**src/dclvsq_pkg.sv**
```systemverilog
// shared constants, types and codes for the dc-link voltage-squared pi controller
// no dependencies; used by dclvsq_ctrl, dclvsq_datapath and dc_link_voltage_squared_pi
package dclvsq_pkg;

    function automatic int max_i(input int a, input int b);
        return (a > b) ? a : b;
    endfunction

    // field and register widths
    localparam int VOLT_WIDTH  = 21;
    localparam int INTEG_WIDTH = 48;
    localparam int SP_WIDTH    = 20;
    localparam int GAIN_WIDTH  = 32;
    localparam int STEP_WIDTH  = 16;
    localparam int PREF_WIDTH  = 32;
    localparam int MODE_WIDTH  = 2;
    localparam int CIDX_WIDTH  = 2;

    localparam int FRAC_BITS = 24;
    localparam int SQ_SHIFT  = 20;

    localparam logic [SP_WIDTH-1:0]   SP_RESET   = SP_WIDTH'(600000);
    localparam logic [STEP_WIDTH-1:0] STEP_RESET = STEP_WIDTH'(2);

    // derived datapath widths
    localparam int SQS_W = 2 * SP_WIDTH - SQ_SHIFT;
    localparam int SQM_W = 2 * VOLT_WIDTH - SQ_SHIFT;
    localparam int ERR_W = max_i(SQS_W, SQM_W) + 1;
    localparam int MA_W  = max_i(max_i(VOLT_WIDTH, SP_WIDTH), ERR_W) + 1;
    localparam int MB_W  = max_i(max_i(VOLT_WIDTH, SP_WIDTH), GAIN_WIDTH) + 1;
    localparam int MP_W  = MA_W + MB_W;
    localparam int GM_W  = MP_W - FRAC_BITS;
    localparam int SUM_W = max_i(GM_W, INTEG_WIDTH) + 2;

    // configuration register indexes
    typedef enum logic [CIDX_WIDTH-1:0] {
        REG_KP_GAIN   = 2'd0,
        REG_KI_TS     = 2'd1,
        REG_RAMP_STEP = 2'd2
    } reg_idx_t;

    // mode codes
    localparam logic [MODE_WIDTH-1:0] MODE_CLEAR = 2'd0;
    localparam logic [MODE_WIDTH-1:0] MODE_INTEG = 2'd1;

    // shared multiplier operations
    typedef enum logic [1:0] {
        OP_SQ_SP   = 2'd0,
        OP_SQ_MEAS = 2'd1,
        OP_KP      = 2'd2,
        OP_KI      = 2'd3
    } mul_op_t;

    typedef struct packed {
        logic    accept;     // latch input word, ramp setpoint
        logic    op_en;      // run shared multiplier and store its result
        mul_op_t op;
        logic    load_out;   // form saturated power reference
        logic    integ_upd;  // apply integrator increment
    } cmd_t;

    typedef struct packed {
        logic integrate;     // latched mode asks for integration
    } status_t;

endpackage

```
**src/dclvsq_ctrl.sv**
```systemverilog
// sequencer for the dc-link voltage-squared pi controller
// depends on dclvsq_pkg; drives the command struct of dclvsq_datapath
module dclvsq_ctrl (
    input  logic               aclk,
    input  logic               aresetn,
    input  logic               s_tvalid,
    output logic               s_tready,
    output logic               m_tvalid,
    input  logic               m_tready,
    input  dclvsq_pkg::status_t status,
    output dclvsq_pkg::cmd_t    cmd
);

    typedef enum logic [5:0] {
        ST_IDLE    = 6'b000001,
        ST_SQ_SP   = 6'b000010,
        ST_SQ_MEAS = 6'b000100,
        ST_PROP    = 6'b001000,
        ST_KI      = 6'b010000,
        ST_UPD     = 6'b100000
    } state_t;

    state_t state_reg, state_next;
    logic   out_valid_reg, out_valid_next;
    logic   out_free;
    logic   accept;

    assign out_free = !out_valid_reg || m_tready;
    assign s_tready = (state_reg == ST_IDLE) || (state_reg == ST_UPD);
    assign accept   = s_tready && s_tvalid;
    assign m_tvalid = out_valid_reg;

    always_comb begin
        state_next    = state_reg;
        cmd           = '0;
        cmd.op        = dclvsq_pkg::OP_SQ_SP;
        cmd.accept    = accept;
        case (state_reg)
            ST_IDLE: begin
                if (accept) state_next = ST_SQ_SP;
            end
            ST_SQ_SP: begin
                cmd.op_en  = 1'b1;
                cmd.op     = dclvsq_pkg::OP_SQ_SP;
                state_next = ST_SQ_MEAS;
            end
            ST_SQ_MEAS: begin
                cmd.op_en  = 1'b1;
                cmd.op     = dclvsq_pkg::OP_SQ_MEAS;
                state_next = ST_PROP;
            end
            ST_PROP: begin
                cmd.op_en  = 1'b1;
                cmd.op     = dclvsq_pkg::OP_KP;
                state_next = ST_KI;
            end
            ST_KI: begin
                // wait here while the previous result is still unclaimed
                cmd.op = dclvsq_pkg::OP_KI;
                if (out_free) begin
                    cmd.op_en    = 1'b1;
                    cmd.load_out = 1'b1;
                    state_next   = ST_UPD;
                end
            end
            ST_UPD: begin
                cmd.integ_upd = status.integrate;
                state_next    = accept ? ST_SQ_SP : ST_IDLE;
            end
            default: begin
                state_next = ST_IDLE;
            end
        endcase
    end

    always_comb begin
        if (cmd.load_out) begin
            out_valid_next = 1'b1;
        end else if (m_tready) begin
            out_valid_next = 1'b0;
        end else begin
            out_valid_next = out_valid_reg;
        end
    end

    always_ff @(posedge aclk) begin
        if (!aresetn) begin
            state_reg     <= ST_IDLE;
            out_valid_reg <= 1'b0;
        end else begin
            state_reg     <= state_next;
            out_valid_reg <= out_valid_next;
        end
    end

endmodule

```
**src/dclvsq_datapath.sv**
```systemverilog
// datapath: config registers, setpoint ramp, shared multiplier, integrator, output
// depends on dclvsq_pkg; sequenced by dclvsq_ctrl through the command struct
module dclvsq_datapath (
    input  logic                                  aclk,
    input  logic                                  aresetn,
    input  logic                                  cfg_we,
    input  logic [dclvsq_pkg::CIDX_WIDTH-1:0]     cfg_index,
    input  logic [dclvsq_pkg::GAIN_WIDTH-1:0]     cfg_data,
    input  logic [dclvsq_pkg::SP_WIDTH-1:0]       target_voltage,
    input  logic signed [dclvsq_pkg::VOLT_WIDTH-1:0] measured_voltage,
    input  logic [dclvsq_pkg::MODE_WIDTH-1:0]     mode,
    input  dclvsq_pkg::cmd_t                      cmd,
    output dclvsq_pkg::status_t                   status,
    output logic [dclvsq_pkg::PREF_WIDTH-1:0]     power_reference,
    output logic [dclvsq_pkg::SP_WIDTH-1:0]       ramped_setpoint
);

    localparam int VW  = dclvsq_pkg::VOLT_WIDTH;
    localparam int SPW = dclvsq_pkg::SP_WIDTH;
    localparam int IW  = dclvsq_pkg::INTEG_WIDTH;
    localparam int PW  = dclvsq_pkg::PREF_WIDTH;
    localparam int GW  = dclvsq_pkg::GAIN_WIDTH;
    localparam int SW  = dclvsq_pkg::STEP_WIDTH;
    localparam int EW  = dclvsq_pkg::ERR_W;
    localparam int AW  = dclvsq_pkg::MA_W;
    localparam int BW  = dclvsq_pkg::MB_W;
    localparam int PRW = dclvsq_pkg::MP_W;
    localparam int GMW = dclvsq_pkg::GM_W;
    localparam int UW  = dclvsq_pkg::SUM_W;
    localparam int FB  = dclvsq_pkg::FRAC_BITS;
    localparam int SQS = dclvsq_pkg::SQS_W;
    localparam int SQM = dclvsq_pkg::SQM_W;
    localparam int SH  = dclvsq_pkg::SQ_SHIFT;

    localparam logic signed [UW-1:0] PREF_MAX = {{(UW-PW+1){1'b0}}, {(PW-1){1'b1}}};
    localparam logic signed [UW-1:0] PREF_MIN = {{(UW-PW+1){1'b1}}, {(PW-1){1'b0}}};
    localparam logic signed [UW-1:0] INTEG_MAX = {{(UW-IW+1){1'b0}}, {(IW-1){1'b1}}};
    localparam logic signed [UW-1:0] INTEG_MIN = {{(UW-IW+1){1'b1}}, {(IW-1){1'b0}}};

    // configuration
    logic [GW-1:0] kp_gain_reg, ki_ts_reg;
    logic [SW-1:0] ramp_step_reg;

    // per-sample state
    logic [SPW-1:0]           sp_reg, sp_next;
    logic [VW-1:0]            mag_reg, mag_next;
    logic [dclvsq_pkg::MODE_WIDTH-1:0] mode_reg;
    logic [SQS-1:0]           sq_sp_reg;
    logic [SQM-1:0]           sq_meas_reg;
    logic signed [GMW-1:0]    prop_reg, inc_reg;
    logic signed [IW-1:0]     integ_reg;
    logic [PW-1:0]            pref_reg;
    logic [SPW-1:0]           sp_out_reg;

    logic signed [EW-1:0]     err;
    logic signed [AW-1:0]     mul_a;
    logic signed [BW-1:0]     mul_b;
    logic signed [PRW-1:0]    mul_p;
    logic signed [UW-1:0]     out_sum, out_sat;
    logic signed [UW-1:0]     integ_sum, integ_sat;
    logic [SPW:0]             sp_up;
    logic [SPW-1:0]           sp_diff;

    // ramp toward the target without overshooting it
    always_comb begin
        sp_up   = {1'b0, sp_reg} + (SPW+1)'(ramp_step_reg);
        sp_diff = sp_reg - target_voltage;
        sp_next = sp_reg;
        if (target_voltage > sp_reg) begin
            sp_next = (sp_up > {1'b0, target_voltage}) ? target_voltage : sp_up[SPW-1:0];
        end else if (target_voltage < sp_reg) begin
            sp_next = (sp_diff > SPW'(ramp_step_reg)) ? sp_reg - SPW'(ramp_step_reg)
                                                      : target_voltage;
        end
    end

    // magnitude; the most negative code maps to its true magnitude
    assign mag_next = measured_voltage[VW-1] ? VW'(-measured_voltage) : measured_voltage;

    assign err = $signed(EW'(sq_sp_reg)) - $signed(EW'(sq_meas_reg));

    always_comb begin
        case (cmd.op)
            dclvsq_pkg::OP_SQ_SP: begin
                mul_a = $signed({{(AW-SPW){1'b0}}, sp_reg});
                mul_b = $signed({{(BW-SPW){1'b0}}, sp_reg});
            end
            dclvsq_pkg::OP_SQ_MEAS: begin
                mul_a = $signed({{(AW-VW){1'b0}}, mag_reg});
                mul_b = $signed({{(BW-VW){1'b0}}, mag_reg});
            end
            dclvsq_pkg::OP_KP: begin
                mul_a = $signed({{(AW-EW){err[EW-1]}}, err});
                mul_b = $signed({{(BW-GW){1'b0}}, kp_gain_reg});
            end
            dclvsq_pkg::OP_KI: begin
                mul_a = $signed({{(AW-EW){err[EW-1]}}, err});
                mul_b = $signed({{(BW-GW){1'b0}}, ki_ts_reg});
            end
            default: begin
                mul_a = '0;
                mul_b = '0;
            end
        endcase
    end

    assign mul_p = mul_a * mul_b;

    // p_ref = -(p + i), saturated
    always_comb begin
        out_sum = -(UW'(prop_reg) + UW'(integ_reg));
        if (out_sum > PREF_MAX) begin
            out_sat = PREF_MAX;
        end else if (out_sum < PREF_MIN) begin
            out_sat = PREF_MIN;
        end else begin
            out_sat = out_sum;
        end
    end

    // saturating integrator update
    always_comb begin
        integ_sum = UW'(integ_reg) + UW'(inc_reg);
        if (integ_sum > INTEG_MAX) begin
            integ_sat = INTEG_MAX;
        end else if (integ_sum < INTEG_MIN) begin
            integ_sat = INTEG_MIN;
        end else begin
            integ_sat = integ_sum;
        end
    end

    always_ff @(posedge aclk) begin
        if (!aresetn) begin
            kp_gain_reg   <= '0;
            ki_ts_reg     <= '0;
            ramp_step_reg <= dclvsq_pkg::STEP_RESET;
            sp_reg        <= dclvsq_pkg::SP_RESET;
            integ_reg     <= '0;
        end else begin
            if (cfg_we) begin
                case (cfg_index)
                    dclvsq_pkg::REG_KP_GAIN:   kp_gain_reg   <= cfg_data;
                    dclvsq_pkg::REG_KI_TS:     ki_ts_reg     <= cfg_data;
                    dclvsq_pkg::REG_RAMP_STEP: ramp_step_reg <= cfg_data[SW-1:0];
                    default: begin
                    end
                endcase
            end
            if (cmd.accept) begin
                sp_reg <= sp_next;
            end
            // a clear from the next word wins over the pending update
            if (cmd.accept && mode == dclvsq_pkg::MODE_CLEAR) begin
                integ_reg <= '0;
            end else if (cmd.integ_upd) begin
                integ_reg <= integ_sat[IW-1:0];
            end
        end
    end

    always_ff @(posedge aclk) begin
        if (cmd.accept) begin
            mag_reg  <= mag_next;
            mode_reg <= mode;
        end
        if (cmd.op_en) begin
            case (cmd.op)
                dclvsq_pkg::OP_SQ_SP:   sq_sp_reg   <= mul_p[SH +: SQS];
                dclvsq_pkg::OP_SQ_MEAS: sq_meas_reg <= mul_p[SH +: SQM];
                dclvsq_pkg::OP_KP:      prop_reg    <= mul_p[PRW-1:FB];
                dclvsq_pkg::OP_KI:      inc_reg     <= mul_p[PRW-1:FB];
                default: begin
                end
            endcase
        end
        // setpoint is held with the power reference while the word waits
        if (cmd.load_out) begin
            pref_reg   <= out_sat[PW-1:0];
            sp_out_reg <= sp_reg;
        end
    end

    assign status.integrate = (mode_reg == dclvsq_pkg::MODE_INTEG);
    assign power_reference  = pref_reg;
    assign ramped_setpoint  = sp_out_reg;

endmodule

```
**src/dc_link_voltage_squared_pi.sv**
```systemverilog
// top level of the dc-link voltage-squared pi controller with ramped setpoint
// depends on dclvsq_pkg, dclvsq_ctrl and dclvsq_datapath
//
//  port group   | dir | word contents
//  -------------+-----+--------------------------------------------------------
//  s_ (input)   | in  | tdata: target_voltage, measured_voltage; tuser: mode
//  m_ (result)  | out | tdata: power_reference, ramped_setpoint
//  cfg_         | in  | cfg_index selects kp_gain / ki_ts_gain / ramp_step
//
// an input word is handled in steps: one shared 24x33 signed multiplier runs the
// setpoint square, the measurement square, the kp product and the ki product in turn,
// then the integrator is updated; the next word can already be taken in that update cycle
// the result sits in an output register, so a new word is accepted while it waits;
// only the ki step stalls if the previous result has still not been taken
// reset (aresetn low, synchronous) sets the setpoint to 600 V, clears the integrator
// and the gains and sets ramp_step to 2; config writes are always accepted
module dc_link_voltage_squared_pi (
    input  logic        aclk,
    input  logic        aresetn,
    // config write channel
    input  logic        cfg_valid,
    output logic        cfg_ready,
    input  logic [1:0]  cfg_index,
    input  logic [31:0] cfg_data,
    // input stream
    input  logic        s_tvalid,
    output logic        s_tready,
    input  logic [47:0] s_tdata,   // [19:0] target_voltage, [40:20] measured_voltage, rest 0
    input  logic [1:0]  s_tuser,   // [1:0] mode
    // result stream
    output logic        m_tvalid,
    input  logic        m_tready,
    output logic [55:0] m_tdata    // [31:0] power_reference, [51:32] ramped_setpoint, rest 0
);

    localparam int SPW = dclvsq_pkg::SP_WIDTH;
    localparam int VW  = dclvsq_pkg::VOLT_WIDTH;
    localparam int PW  = dclvsq_pkg::PREF_WIDTH;

    dclvsq_pkg::cmd_t    cmd;
    dclvsq_pkg::status_t status;

    logic [PW-1:0]  power_reference;
    logic [SPW-1:0] ramped_setpoint;

    // the user must write registers only while idle; not enforced, so writes never wait
    assign cfg_ready = 1'b1;

    dclvsq_ctrl u_ctrl (
        .aclk     (aclk),
        .aresetn  (aresetn),
        .s_tvalid (s_tvalid),
        .s_tready (s_tready),
        .m_tvalid (m_tvalid),
        .m_tready (m_tready),
        .status   (status),
        .cmd      (cmd)
    );

    dclvsq_datapath u_datapath (
        .aclk             (aclk),
        .aresetn          (aresetn),
        .cfg_we           (cfg_valid),
        .cfg_index        (cfg_index),
        .cfg_data         (cfg_data),
        .target_voltage   (s_tdata[SPW-1:0]),
        .measured_voltage ($signed(s_tdata[SPW +: VW])),
        .mode             (s_tuser),
        .cmd              (cmd),
        .status           (status),
        .power_reference  (power_reference),
        .ramped_setpoint  (ramped_setpoint)
    );

    // pack result word, zero fill to whole bytes
    assign m_tdata = {{(56-PW-SPW){1'b0}}, ramped_setpoint, power_reference};

endmodule

```
**config.mk**
```make
export PLATFORM = sky130hd
export DESIGN_NAME = dc_link_voltage_squared_pi
export DESIGN_NICKNAME = d
export VERILOG_FILES = /design/src/dclvsq_pkg.sv /design/src/dclvsq_ctrl.sv /design/src/dclvsq_datapath.sv /design/src/dc_link_voltage_squared_pi.sv
export SDC_FILE = /design/constraint.sdc
export NUM_CORES = 2
export LEC_CHECK = 0
export ABC_CLOCK_PERIOD_IN_PS = 9200
export BUFFER_PORTS_ARGS = -buffer_cell sky130_fd_sc_hd__buf_2
export CAP_MARGIN = 20
export CORE_AREA = 3 3 351 353
export DETAILED_ROUTE_END_ITERATION = 10
export DIE_AREA = 0 0 354 356
export PLACE_DENSITY = 0.63
export SETUP_SLACK_MARGIN = 0.3
export SLEW_MARGIN = 20
export SYNTH_ARGS = -nofsm -noshare
export SYNTH_HDL_FRONTEND = slang
export SYNTH_SLANG_ARGS = --single-unit
```
**constraint.sdc**
```tcl
create_clock -name aclk -period 9.2 [get_ports aclk]
set_input_delay 1.84 -clock aclk [delete_from_list [all_inputs] [get_ports aclk]]
set_output_delay 1.84 -clock aclk [all_outputs]
set_load 0.01 [all_outputs]
```
==> flow_summary.ini <==
[route]
post-route-drc-count = 0
dr_total_vias = 42700
drt-total-wl_mm = 171
wl_per_cell_microns = 21.9
via_per_inst = 5.47
drt_iter0_drc = 3907
first_pass_iters = 6
ant_nets = 0

[worst_setup_path]
crit_type = flip-flop to flip-flop
cp_slowest_cell = fa_1
crit_path_max_incr_delay_ps = 560
path_max_fanout = 28
start_kind = flip-flop
crit_top_cell = fa_1
cp-end-kind = flip-flop
arrival_ps = 10170
worstPathRequired_ps = 9500

[sta]
max_freq_mhz = 101
finClkSkew_ps = 30.7
slew_headroom = 0.291
tightest_slew_ps = 1060
period_share = 1.07
finalSetupViolCount = 75
rsz0062_at_grt = true
final_hold_viol_count = 0
period_minus_slack_ps = 9870
slew_violations = 0
finalWorstSetupSlack_ps = -668

[global_routing]
grt_max_degree = 83
grt_overflow_total = 0
grt_pass1_wl_mm = 257
grt_pass1_vias = 42400
track_usage = 0.267
antenna_found_initial = 7

[synth]
synth_edf_count = 183
yosys_warnings = 0
netlist_area_sq_um = 48100
yosysUniqueCellTypes = 99
ys.flop_type = edfxtp_1
synth-seq-area-share = 0.179
ys_async_sr_fraction = 0
avgSynthCellArea_sq_um = 8.63
syn_inst = 5579
synth-seq-cells = 338

[placement]
place_area_sq_um = 55000
dp_hpwl_mm = 142
portBuffers = 135
gp_congestion = 1.03

[clock_network]
worstSkewPairLatency_ps = 610
cts_hold_buf = 0
h-tree-depth = 2
clock-sinks = 338
cts_root_buffer = clkbuf_16
numCtsBuffers = 39
clk_pin_slew_ps = 60
cts_tree = done
clk_path_buf_depth = 3

[finish]
fin_util = 0.483
nets = 7386
drive_gt1_frac = 0.181
finish.instance_area_sq_um = 58000
largest_reg_flops = 48
syn2layout_area_growth_pct = 20.5

[floorplanning]
num_rows = 127
die_area_sq_um = 126000
die_w_microns = 354
dieHeight_microns = 356
coreArea_sq_um = 120000
initial_core_util = 0.401
io_pins = 148

[job]
max_cap_violations = 0

[hold_path]
hold_path_class = flip-flop to flip-flop

[outcome]
outcome = finished with violations
violations = setup timing
-- Yosys cell counts, types with 11 or more instances --
cell type,number,area (sq um)
or2_2,17,106
o21ai_1,20,100
buf_1,14,52.6
xor2_1,67,587
nor2b_1,38,238
and2_1,30,188
a221oi_1,17,149
nand2b_1,41,257
nor3_1,59,295
dfxtp_1,155,3100
nor2_1,499,1870
a21oi_1,358,1790
nand2_1,769,2890
o221ai_1,11,96.3
nand4_1,30,188
a211oi_1,25,188
clkbuf_1,186,698
o21a_1,30,225
fa_1,663,13300
o211ai_1,15,113
ha_1,465,5820
nand3_1,67,335
o22ai_1,13,81.3
edfxtp_1,183,5500
and3_1,27,169
a31oi_1,24,150
o31ai_1,19,143
or3_1,17,106
xnor2_1,128,1120
o21ai_0,186,931
o21bai_1,28,210
a22oi_1,29,218
buf_2,24,120
o21ai_2,32,280
a21o_1,134,1010
inv_1,931,3490
a22o_1,17,149
-- cell families (layout without fill, tap and decap cells) --
group           Yosys count  after routing  share of synthesized area
flops                   338            338                      0.179
buf+inv                1173           1790                     0.0936
fa+ha+maj              1130           1130                      0.397
mux                       3              3                   0.000624
xor+xnor                196            196                     0.0360
other cells               2              7                   0.000156
compound gates         1073           1074                      0.144
simple gates           1664           1664                      0.150
-- placed cells by master (no fill, tap or decap), types with 17 or more instances in the layout --
cell / netlist / layout
ha_1: 465 / 452
nor2_2: 1 / 17
buf_12: 0 / 36
nand3_1: 67 / 61
a211oi_1: 25 / 21
buf_4: 9 / 567
nand4_1: 30 / 30
o21ai_2: 32 / 39
dfxtp_1: 155 / 155
nand2b_1: 41 / 38
nor2_1: 499 / 477
a21oi_2: 4 / 27
a21o_1: 134 / 134
edfxtp_1: 183 / 183
a31oi_1: 24 / 22
and2_1: 30 / 30
clkbuf_16: 0 / 39
buf_2: 24 / 135
and3_1: 27 / 24
o21ai_1: 20 / 20
fa_1: 663 / 648
o21ai_0: 186 / 176
xnor2_1: 128 / 110
o21bai_1: 28 / 26
o31ai_1: 19 / 17
a22oi_1: 29 / 29
a22o_1: 17 / 17
o21a_1: 30 / 29
nor3_1: 59 / 55
nor2b_1: 38 / 34
nand2_1: 769 / 763
xor2_1: 67 / 59
a21oi_1: 358 / 329
buf_6: 4 / 45
inv_1: 931 / 922
-- final cells by class --
| class | instances | area (sq um) |
|---|---|---|
| inverter | 935 | 3510 |
| tap | 1612 | 2020 |
| sequential | 338 | 8600 |
| multi-input combinational | 4072 | 36300 |
| clock inverter | 22 | 294 |
| timing repair buffer | 783 | 6160 |
| clock buffer | 50 | 1080 |
| antenna | 2 | 5.00 |
| fill | 11500 | 62200 |
-- what timing repair did --
item	CTS	global route
hold endpoints to repair	0	0
pin swaps	62	38
setup buffers	32	24
gates cloned	1	0
endpoints found under the setup margin	106	106
resized for setup	153	79
-- worst max-delay path, delay by kind of cell, from the launching register on --
kind | cells | cell delay (ps)
buffers and inverters | 6 | 560
flip-flops | 1 | 350
XOR/XNOR | 1 | 380
AND/OR/NAND/NOR | 4 | 580
adder cells (fa/ha/maj) | 10 | 4380
AO/OA/AOI/OAI | 17 | 3320
-- layer usage --
metal	GRT usage	wire length, microns
met2	0.411	73800
met5	0	49
met3	0.0616	17900
met4	0.110	8430
met1	0.361	70700
-- final timing paths --
path	from	endpoint	slack [ps]	depth (start not counted)
max	u_datapath.sq_sp_reg[0]	u_datapath.prop_reg[32]	-670	38
min	u_datapath.kp_gain_reg[8]	u_datapath.kp_gain_reg[8]	450	2
max reg2reg	u_datapath.sq_sp_reg[0]	u_datapath.prop_reg[32]	-670	38
min reg2reg	u_datapath.kp_gain_reg[8]	u_datapath.kp_gain_reg[8]	450	2
-- through the flow --
step	setup TNS (ps)	cells	setup WS [ps]	hold slack, ps
2_1_floorplan	0	5582	108	432
3_3_place_gp	-29660	7683	-919	443
3_5_place_dp	-36660	7683	-912	447
4_1_cts	-16750	7788	-653	455
5_1_grt	-57310	7812	-1020	470
6_report	-24920	7814	-668	455
Power is not shown: default switching activity piles up to over one toggle a cycle in this logic, so the estimate is an artifact.
